`src/rtl/insertion_sorter_assert.svh`:
```
// Assertion macros for the insertion sorter.
// Each macro checks on the rising clock edge and is off while reset is held.
`ifndef INSERTION_SORTER_ASSERT_SVH
`define INSERTION_SORTER_ASSERT_SVH

`define ISORT_ASSERT_SAME(label, ante, cons, msg) \
    label: assert property (@(posedge i_clk) disable iff (!i_rst_n) \
        (ante) |-> (cons)) else $error(msg);

`define ISORT_ASSERT_NEXT(label, ante, cons, msg) \
    label: assert property (@(posedge i_clk) disable iff (!i_rst_n) \
        (ante) |=> (cons)) else $error(msg);

`endif

```
`src/rtl/isort_pkg.sv`:
```
`timescale 1ns / 1ps

package isort_pkg;

    localparam int CAPACITY = 16;
    localparam int VALUE_W  = 32;

    typedef logic signed [VALUE_W-1:0] t_value;

    typedef enum logic [1:0] {
        ST_FILL  = 2'b01,
        ST_DRAIN = 2'b10
    } t_state;

    typedef struct packed {
        logic ins;
        logic shift;
    } t_cell_ctrl;

endpackage

```
`src/rtl/insertion_sorter.sv`:
```
// Each input beat is inserted into a row of compare-and-shift cells unless the row
// is full, so a run is taken at one beat per cycle with no stall while it fills.
// After the last beat, the run leaves from the head cell one beat per cycle unless
// stalled, first result in the next cycle; input is stalled until the run is out.
// Synchronous active-low reset empties the row and clears the overflow flag.
`timescale 1ns / 1ps

module insertion_sorter (
    input  logic              i_clk,
    input  logic              i_rst_n,
    input  logic              i_valid,
    input  isort_pkg::t_value i_value,
    input  logic              i_last,
    output logic              o_stall,
    output logic              o_valid,
    output isort_pkg::t_value o_sorted_value,
    output logic              o_last_out,
    output logic              o_overflowed,
    input  logic              i_stall
);
    import isort_pkg::*;

    `include "insertion_sorter_assert.svh"

    t_state     r_state;
    t_state     n_state;
    logic       r_dropped;
    logic       n_dropped;
    t_cell_ctrl w_ctrl;
    logic       w_in_acc;
    logic       w_out_acc;
    logic       w_full;

    t_value              w_value [CAPACITY];
    logic [CAPACITY-1:0] w_valid;
    logic [CAPACITY-1:0] w_take;

    assign w_in_acc  = i_valid && !o_stall;
    assign w_out_acc = o_valid && !i_stall;
    assign w_full    = w_valid[CAPACITY-1];

    assign w_ctrl.ins   = w_in_acc && !w_full;
    assign w_ctrl.shift = w_out_acc;

    for (genvar g = 0; g < CAPACITY; g++) begin : g_cell
        t_value w_prev_value;
        logic   w_prev_valid;
        logic   w_prev_take;
        t_value w_next_value;
        logic   w_next_valid;

        if (g == 0) begin : g_head
            assign w_prev_value = '0;
            assign w_prev_valid = 1'b1;
            assign w_prev_take  = 1'b0;
        end else begin : g_body
            assign w_prev_value = w_value[g-1];
            assign w_prev_valid = w_valid[g-1];
            assign w_prev_take  = w_take[g-1];
        end

        if (g == CAPACITY - 1) begin : g_tail
            assign w_next_value = '0;
            assign w_next_valid = 1'b0;
        end else begin : g_inner
            assign w_next_value = w_value[g+1];
            assign w_next_valid = w_valid[g+1];
        end

        isort_cell u_cell (
            .i_clk        (i_clk),
            .i_rst_n      (i_rst_n),
            .i_ctrl       (w_ctrl),
            .i_new_value  (i_value),
            .i_prev_value (w_prev_value),
            .i_prev_valid (w_prev_valid),
            .i_prev_take  (w_prev_take),
            .i_next_value (w_next_value),
            .i_next_valid (w_next_valid),
            .o_value      (w_value[g]),
            .o_valid      (w_valid[g]),
            .o_take       (w_take[g])
        );
    end

    always_comb begin
        n_state   = r_state;
        n_dropped = r_dropped;
        unique case (r_state)
            ST_FILL: begin
                if (w_in_acc && w_full) begin
                    n_dropped = 1'b1;
                end
                if (w_in_acc && i_last) begin
                    n_state = ST_DRAIN;
                end
            end
            ST_DRAIN: begin
                if (w_out_acc && o_last_out) begin
                    n_state   = ST_FILL;
                    n_dropped = 1'b0;
                end
            end
            default: begin
                n_state = ST_FILL;
            end
        endcase
    end

    always_ff @(posedge i_clk) begin
        if (!i_rst_n) begin
            r_state   <= ST_FILL;
            r_dropped <= 1'b0;
        end else begin
            r_state   <= n_state;
            r_dropped <= n_dropped;
        end
    end

    assign o_stall        = (r_state != ST_FILL);
    assign o_valid        = (r_state == ST_DRAIN) && w_valid[0];
    assign o_sorted_value = w_value[0];
    assign o_last_out     = w_valid[0] && !w_valid[1];
    assign o_overflowed   = r_dropped;

    `ISORT_ASSERT_SAME(a_valid_prefix, 1'b1, (w_valid & (w_valid + 1'b1)) == '0, "valid cells not a prefix")
    `ISORT_ASSERT_SAME(a_head_order, o_valid && !o_last_out, w_value[0] <= w_value[1], "head cells out of order")
    `ISORT_ASSERT_NEXT(a_last_drains, w_in_acc && i_last, o_valid, "no result after last beat")
    `ISORT_ASSERT_NEXT(a_run_empty, w_out_acc && o_last_out, w_valid == '0, "store not empty after run")

endmodule

```
`src/rtl/isort_cell.sv`:
```
`timescale 1ns / 1ps

module isort_cell (
    input  logic                  i_clk,
    input  logic                  i_rst_n,
    input  isort_pkg::t_cell_ctrl i_ctrl,
    input  isort_pkg::t_value     i_new_value,
    input  isort_pkg::t_value     i_prev_value,
    input  logic                  i_prev_valid,
    input  logic                  i_prev_take,
    input  isort_pkg::t_value     i_next_value,
    input  logic                  i_next_valid,
    output isort_pkg::t_value     o_value,
    output logic                  o_valid,
    output logic                  o_take
);
    import isort_pkg::*;

    t_value r_value;
    t_value n_value;
    logic   r_valid;
    logic   n_valid;
    logic   w_take;

    // A cell gives way when it is empty or holds a strictly larger value.
    assign w_take = !r_valid || (r_value > i_new_value);

    always_comb begin
        n_value = r_value;
        n_valid = r_valid;
        if (i_ctrl.shift) begin
            n_value = i_next_value;
            n_valid = i_next_valid;
        end else if (i_ctrl.ins && w_take) begin
            n_value = i_prev_take ? i_prev_value : i_new_value;
            n_valid = r_valid | i_prev_valid;
        end
    end

    always_ff @(posedge i_clk) begin
        r_value <= n_value;
        if (!i_rst_n) begin
            r_valid <= 1'b0;
        end else begin
            r_valid <= n_valid;
        end
    end

    assign o_value = r_value;
    assign o_valid = r_valid;
    assign o_take  = w_take;

endmodule
```
`config.mk`:
```
export PLATFORM = sky130hd
export DESIGN_NAME = insertion_sorter
export DESIGN_NICKNAME = d
export VERILOG_FILES = /design/src/rtl/isort_pkg.sv /design/src/rtl/insertion_sorter.sv /design/src/rtl/isort_cell.sv
export VERILOG_INCLUDE_DIRS = /design/src /design/src/rtl
export SDC_FILE = /design/constraint.sdc
export NUM_CORES = 2
export LEC_CHECK = 0
export ABC_AREA = 1
export CORE_UTILIZATION = 30
export CTS_CLUSTER_DIAMETER = 150
export DETAILED_ROUTE_END_ITERATION = 10
export DONT_BUFFER_PORTS = 1
export SYNTH_ARGS = -nofsm -noshare
export SYNTH_HDL_FRONTEND = slang
export SYNTH_SLANG_ARGS = --single-unit
export TNS_END_PERCENT = 100
```
`constraint.sdc`:
```
create_clock -name i_clk -period 4.8 [get_ports i_clk]
set_clock_uncertainty 0.2 [all_clocks]
set_input_delay 0.48 -clock i_clk [delete_from_list [all_inputs] [get_ports i_clk]]
set_output_delay 0.48 -clock i_clk [all_outputs]
set_load 0.005 [all_outputs]
```
; ---- After elaboration in Yosys (flattened, before gate mapping)
; Cells that the tools add are included.
[totals]
input_bits = 37
regBits = 531
out_inout_bits = 36
[classes]
n_reduce_logical = 77
eq_ne = 6
n_bitwise = 16
order_cmp = 16
n_mux = 81
[op_table]
columns = operator, count
row1 = two-way mux 32 bit, 45
row2 = > comparator 32 bit, 16
row3 = two-way mux 1 bit, 32
row4 = nonzero test 2 bit, 16
row5 = logical AND 1 bit, 24
row6 = zero test 1 bit, 18
row7 = logical OR 1 bit, 16
row8 = OR 1 bit, 15
row9 = != test 2 bit (second input constant), 3
row10 = two-way mux 2 bit, 2
row11 = case mux 2 bit (2 select lines), 1
row12 = AND reduction 3 bit, 1
row13 = == test 2 x 1 -> 1 bit (second input constant), 1
row14 = == test 2 bit (second input constant), 1
row15 = != test 2 x 1 -> 1 bit (second input constant), 1
row16 = case mux 1 bit (2 select lines), 1
row17 = AND reduction 2 bit, 1
row18 = OR reduction 2 bit, 1
row19 = NOT 1 bit, 1

; ---- Longest topological paths before layout
[depth]
depth_word = 7
ltp_mapped = 21

; ---- By module
; From an unflattened synthesis, not the netlist that was laid out.
[unflattened]
hier_cells = 4911
hier_area_um2 = 41736.3
[modules_own_cells]
columns = mod, instances, seq_area_each_um2, cells_each, area_per_inst_um2
row1 = isort_cell, 16, 980.9, 305, 2596.2
row2 = insertion_sorter, 1, 60.1, 31, 196.4

; ---- Least setup slack after synthesis
; No wires, ideal clock.
[synth_timing]
path_kind = input to register
startpoint = input port i_value[5]
endpoint = register g_cell[0].u_cell.r_value[0], enable pin
setup_time_ps = 389
arrival_time_ps = 3340
path_slack_ps = 871
path_stages = 17
path_buffers = 2
cell_sequence = inv_1 -> clkbuf_1 -> ha_1 -> a21oi_1 -> nor2_1 -> nor2_1 -> nand3_1 -> nand2_1 -> nand2_1 -> nand2_1 -> nand3_1 -> nand2_1 -> nand2_1 -> nand2_2 -> buf_2 -> nand2_1 -> nand2_1
[synth_between]
elab_chain_cells = 4
[synth_lines]
columns = item, line
row1 = start: declaration, insertion_sorter.sv:12  ; input isort_pkg::t_value i_value,
row2 = > comparator 32 bit, isort_cell.sv:26  ; assign w_take = !r_valid || (r_value > i_new_value);
row3 = logical OR 1 bit, isort_cell.sv:26
row4 = logical AND 1 bit, isort_cell.sv:34  ; end else if (i_ctrl.ins && w_take) begin
row5 = nonzero test 2 bit (no line), --
row6 = end signal: assignment, isort_cell.sv:41  ; r_value <= n_value;
row7 = end: declaration, isort_cell.sv:19  ; t_value r_value;
; Every way passes these cells.
; A chain may end at the register's enable or synchronous reset.

; ---- Worst setup path in the final report
[layout_timing]
startpoint = register g_cell[0].u_cell.r_value[5]
endpoint = register g_cell[0].u_cell.r_value[7], enable pin
[layout_between]
elab_chain_cells = 4
[layout_lines]
columns = item, line
row1 = > comparator 32 bit, isort_cell.sv:26
row2 = logical OR 1 bit, isort_cell.sv:26
row3 = logical AND 1 bit, isort_cell.sv:34
row4 = nonzero test 2 bit (no line), --
; Every way passes these cells.

==> key figures <==
Outcome
  • Status: finished clean

Place
  • Placed Instance Area: about 42000 µm²
  • Detailed Place HPWL: 84.1 mm
  • RePlAce Congestion: around 0.86
  • Post-place setup slack: 0.770 ns
  • # port buffers: 0

Power
  • Comb power frac: 28.8%
  • NetSw: approximately 5.6 mW
  • Leakage: 21.3 nW
  • Worst VDD drop: 0.000336 V
  • Int Pwr: between 10 and 15 mW
  • Sw frac: between 30% and 40%
  • Power Density: 366 nW/µm²
  • Part of the power in registers: 39.3%
  • Clock share of power: a little under a third

Flow run
  • Max-Cap Viols: 0

STA
  • Max Clk Rate: 286 MHz
  • RSZ-0062 raised after global routing: false
  • Setup TNS Final: 0 ns
  • Slew @ Worst Pin: around 1.0 ns
  • Max-slew violations: 0
  • Tcrit/Tclk final: 72.8%
  • Final setup vio count: 0
  • Tmin final: 3.50 ns
  • Relative slew slack: 30.4%
  • PnR worst setup slack: 1.30 ns
  • Final Hold Fails: 0

Clock tree
  • Reg clk slew, reported paths: 0.06 ns
  • Clock sinks: around 530
  • Clock latency on the worst-skew pair: 0.62 ns
  • CTS tree: yes
  • Cts bufs inserted: 67
  • Max H-tree Level: 3
  • CTS Root Cell: clkbuf_16
  • Post-CTS resize count: 0
  • CTS Buffer Depth: 3

Die
  • Die height: 368 µm
  • # IOs: 73
  • Initial core utilization: between 30% and 40%
  • Row count: 133
  • Horiz. Die Dim: 368 µm
  • Die area: between 100000 and 150000 µm²
  • Core area: 132000 µm²

Global route
  • First-pass GRT wire length: 183 mm
  • Number of global-route vias before repair: 33812
  • Antenna violations before repair: 1
  • Total congestion overflow: 0
  • Gr usage total: 16.6%
  • Largest net degree at the start of global routing: roughly 200

Detailed routing
  • Wire per inst: 16.5 µm
  • WL final: 115 mm
  • DR vias: approximately 35000
  • Detailed Route Iter0 Violations: 2560
  • First-pass iteration count of the detailed router: 5
  • Post-route ant nets: 0
  • # DRC: 0
  • Vias per cell: 4.96

Setup path
  • Reg2reg end: g_cell[0].u_cell.o_value[7]$_DFFE_PP_
  • Startpoint types: register
  • CP top delay family: simple AND/OR/NAND/NOR gates
  • Worst R2R Path Depth: 15
  • Setup Crit Path Kind: reg -> reg
  • Reg2reg start: g_cell[0].u_cell.o_value[5]$_DFFE_PP_
  • Buf+Inv Stages, Crit Path: 2
  • Crit end category: register
  • CP Data Arrival Time: 3.55 ns
  • Largest fanout on the critical path: 32
  • CP cell instances: ha_1, nand2_1, nor2_1, nand2_1, nand3_1, nand2_1, nand2_1, nand2_1, a21boi_1, nand2_1, buf_4, nand2_2, nand2_1, nand2_1, buf_4
  • Worst reg2reg setup slack: 1.30 ns
  • Worst path required time: 4.85 ns
  • CP max stage cell: edfxtp_1
  • Worst path depth: 15
  • Most frequent CP cell: nand2_1
  • Peak per-stage delay on the critical path: 0.51 ns

Layout
  • Total Nets Final: 5688
  • Share of cells above drive strength 1: 5.06%
  • Final instance area: 44700 µm²
  • Layout area overhead: 11.3%

Synthesis
  • Synth area leader: edfxtp_1
  • Ys async rst share: 0%
  • Syn_area_per_cell: 7.68 µm²
  • Warnings, synthesis: 0
  • Ys flop type: edfxtp_1
  • Yosys cell types: 40
  • Synthesized area: 40200 µm²
  • Yosys reg bits: 531
  • Top-area cell type share of the netlist area: 35.8%
  • Mapped Nets: 5755
  • Top-count cell post-synth: nand2_1
  • Top cells by instance count after synthesis: nand2_1, nand3_1, inv_1, edfxtp_1, ha_1
  • Synth area leaders: edfxtp_1, ha_1, nand2_1
  • EDFF count, synth: 480
  • Synthesized netlist cell count: ~5200
  • Seq/Total Area, Yosys: 38.4%

Min path
  • Hold EP: o_overflowed$_SDFFE_PN0P_
  • Worst Min Path Start: i_valid
  • WHS Path Cells: 4
  • Worst hold path class: in -> reg
==> layout by cell type, fill, tap and decap left out, types with 15 or more instances in the layout <==
cell type      instances
nand2_1             1278
nand3_1              896
inv_1                656
ha_1                 480
edfxtp_1             480
o21ai_0              354
a21oi_1              255
nor2_1               190
o21ai_1              148
buf_4                107
clkbuf_16             71
dfxtp_1               51
nand4_1               39
dlygate4sd3_1         34
nor3_1                20
buf_12                20
o21a_1                16
clkbuf_1              15
==> power groups by stage <==
stage | Combinational (mW) | Sequential [mW] | Clock, mW
floorplan | 3.44 | 6.41 | 0
global placement | 4.54 | 6.50 | 0
detailed placement | 4.66 | 6.53 | 0
CTS | 4.72 | 6.44 | 5.34
global route | 5.42 | 6.52 | 5.51
finish | 4.73 | 6.44 | 5.22
==> state kept, by name (all words and copies together), names as in the netlist <==
register and count:
g_cell.u_cell.o_valid 16, g_cell.u_cell.o_value 512, o_overflowed 1, r_state 2
==> worst max path at each step <==
stage | from | to | slack, ns
detailed placement | i_value[11] | g_cell[3].u_cell.o_value[24]$_DFFE_PP_ | 0.77
finish | g_cell[0].u_cell.o_value[5]$_DFFE_PP_ | g_cell[0].u_cell.o_value[7]$_DFFE_PP_ | 1.30
CTS | g_cell[2].u_cell.o_value[31]$_DFFE_PP_ | g_cell[2].u_cell.o_value[4]$_DFFE_PP_ | 1.28
global route | g_cell[10].u_cell.o_value[31]$_DFFE_PP_ | g_cell[10].u_cell.o_value[22]$_DFFE_PP_ | 1.03
floorplan | i_value[5] | g_cell[0].u_cell.o_value[0]$_DFFE_PP_ | 0.87
global placement | i_value[11] | g_cell[3].u_cell.o_value[25]$_DFFE_PP_ | 0.80
==> layout make-up <==
type,instances,area [µm²]
inverter,662,2490
timing repair buffer,161,1540
tap,1755,2200
sequential,531,15400
multi-input combinational,3748,20800
clock buffer,94,1940
fill,13830,87600
antenna,2,5.00
clock inverter,26,275
==> stage by stage <==
| stage | utilization, % | instances | power [mW] | hold WS [ns] |
|---|---|---|---|---|
| finish | 33.8 | 6979 | 16.4 | 0.0966 |
| global route | 33.8 | 6979 | 17.4 | 0.0739 |
| CTS | 33.8 | 6977 | 16.5 | 0.0405 |
| detailed placement | 31.9 | 6823 | 11.2 | 0.256 |
| global placement | 31.9 | 6823 | 11.0 | 0.251 |
| floorplan | - | 5238 | 9.85 | 0.242 |
==> cells by family after synthesis <==
group / after synthesis / share of synthesized area, %
DFF: 531 / 38.4
AOI/OAI and AO/OA: 799 / 10.2
and+or+nand+nor: 2469 / 26.7
buffers and inverters: 959 / 9.80
adders and majority gates: 480 / 14.9
==> tightest hold or removal path, stage by stage <==
cell     delay, ns
nand2_1       0.16
inv_1         0.10
nand2_1       0.07
a21oi_1       0.06
==> repair_timing <==
action / in CTS / in global routing
setup buffers: 0 / 0
endpoints found under the hold margin: 51 / 0
hold buffers: 34 / 0
==> metal layers <==
layer / global-route usage [%] / part of all wire (%) / up-vias
met3: 2.41 / 4.9 / 186
met2: 27.6 / 46 / 894
met5: 0 / 0 / -
met4: 5.31 / 2.9 / 0
li1: - / - / 17583
met1: 21.9 / 46 / 15986
Power figures use the tool's default switching activity.
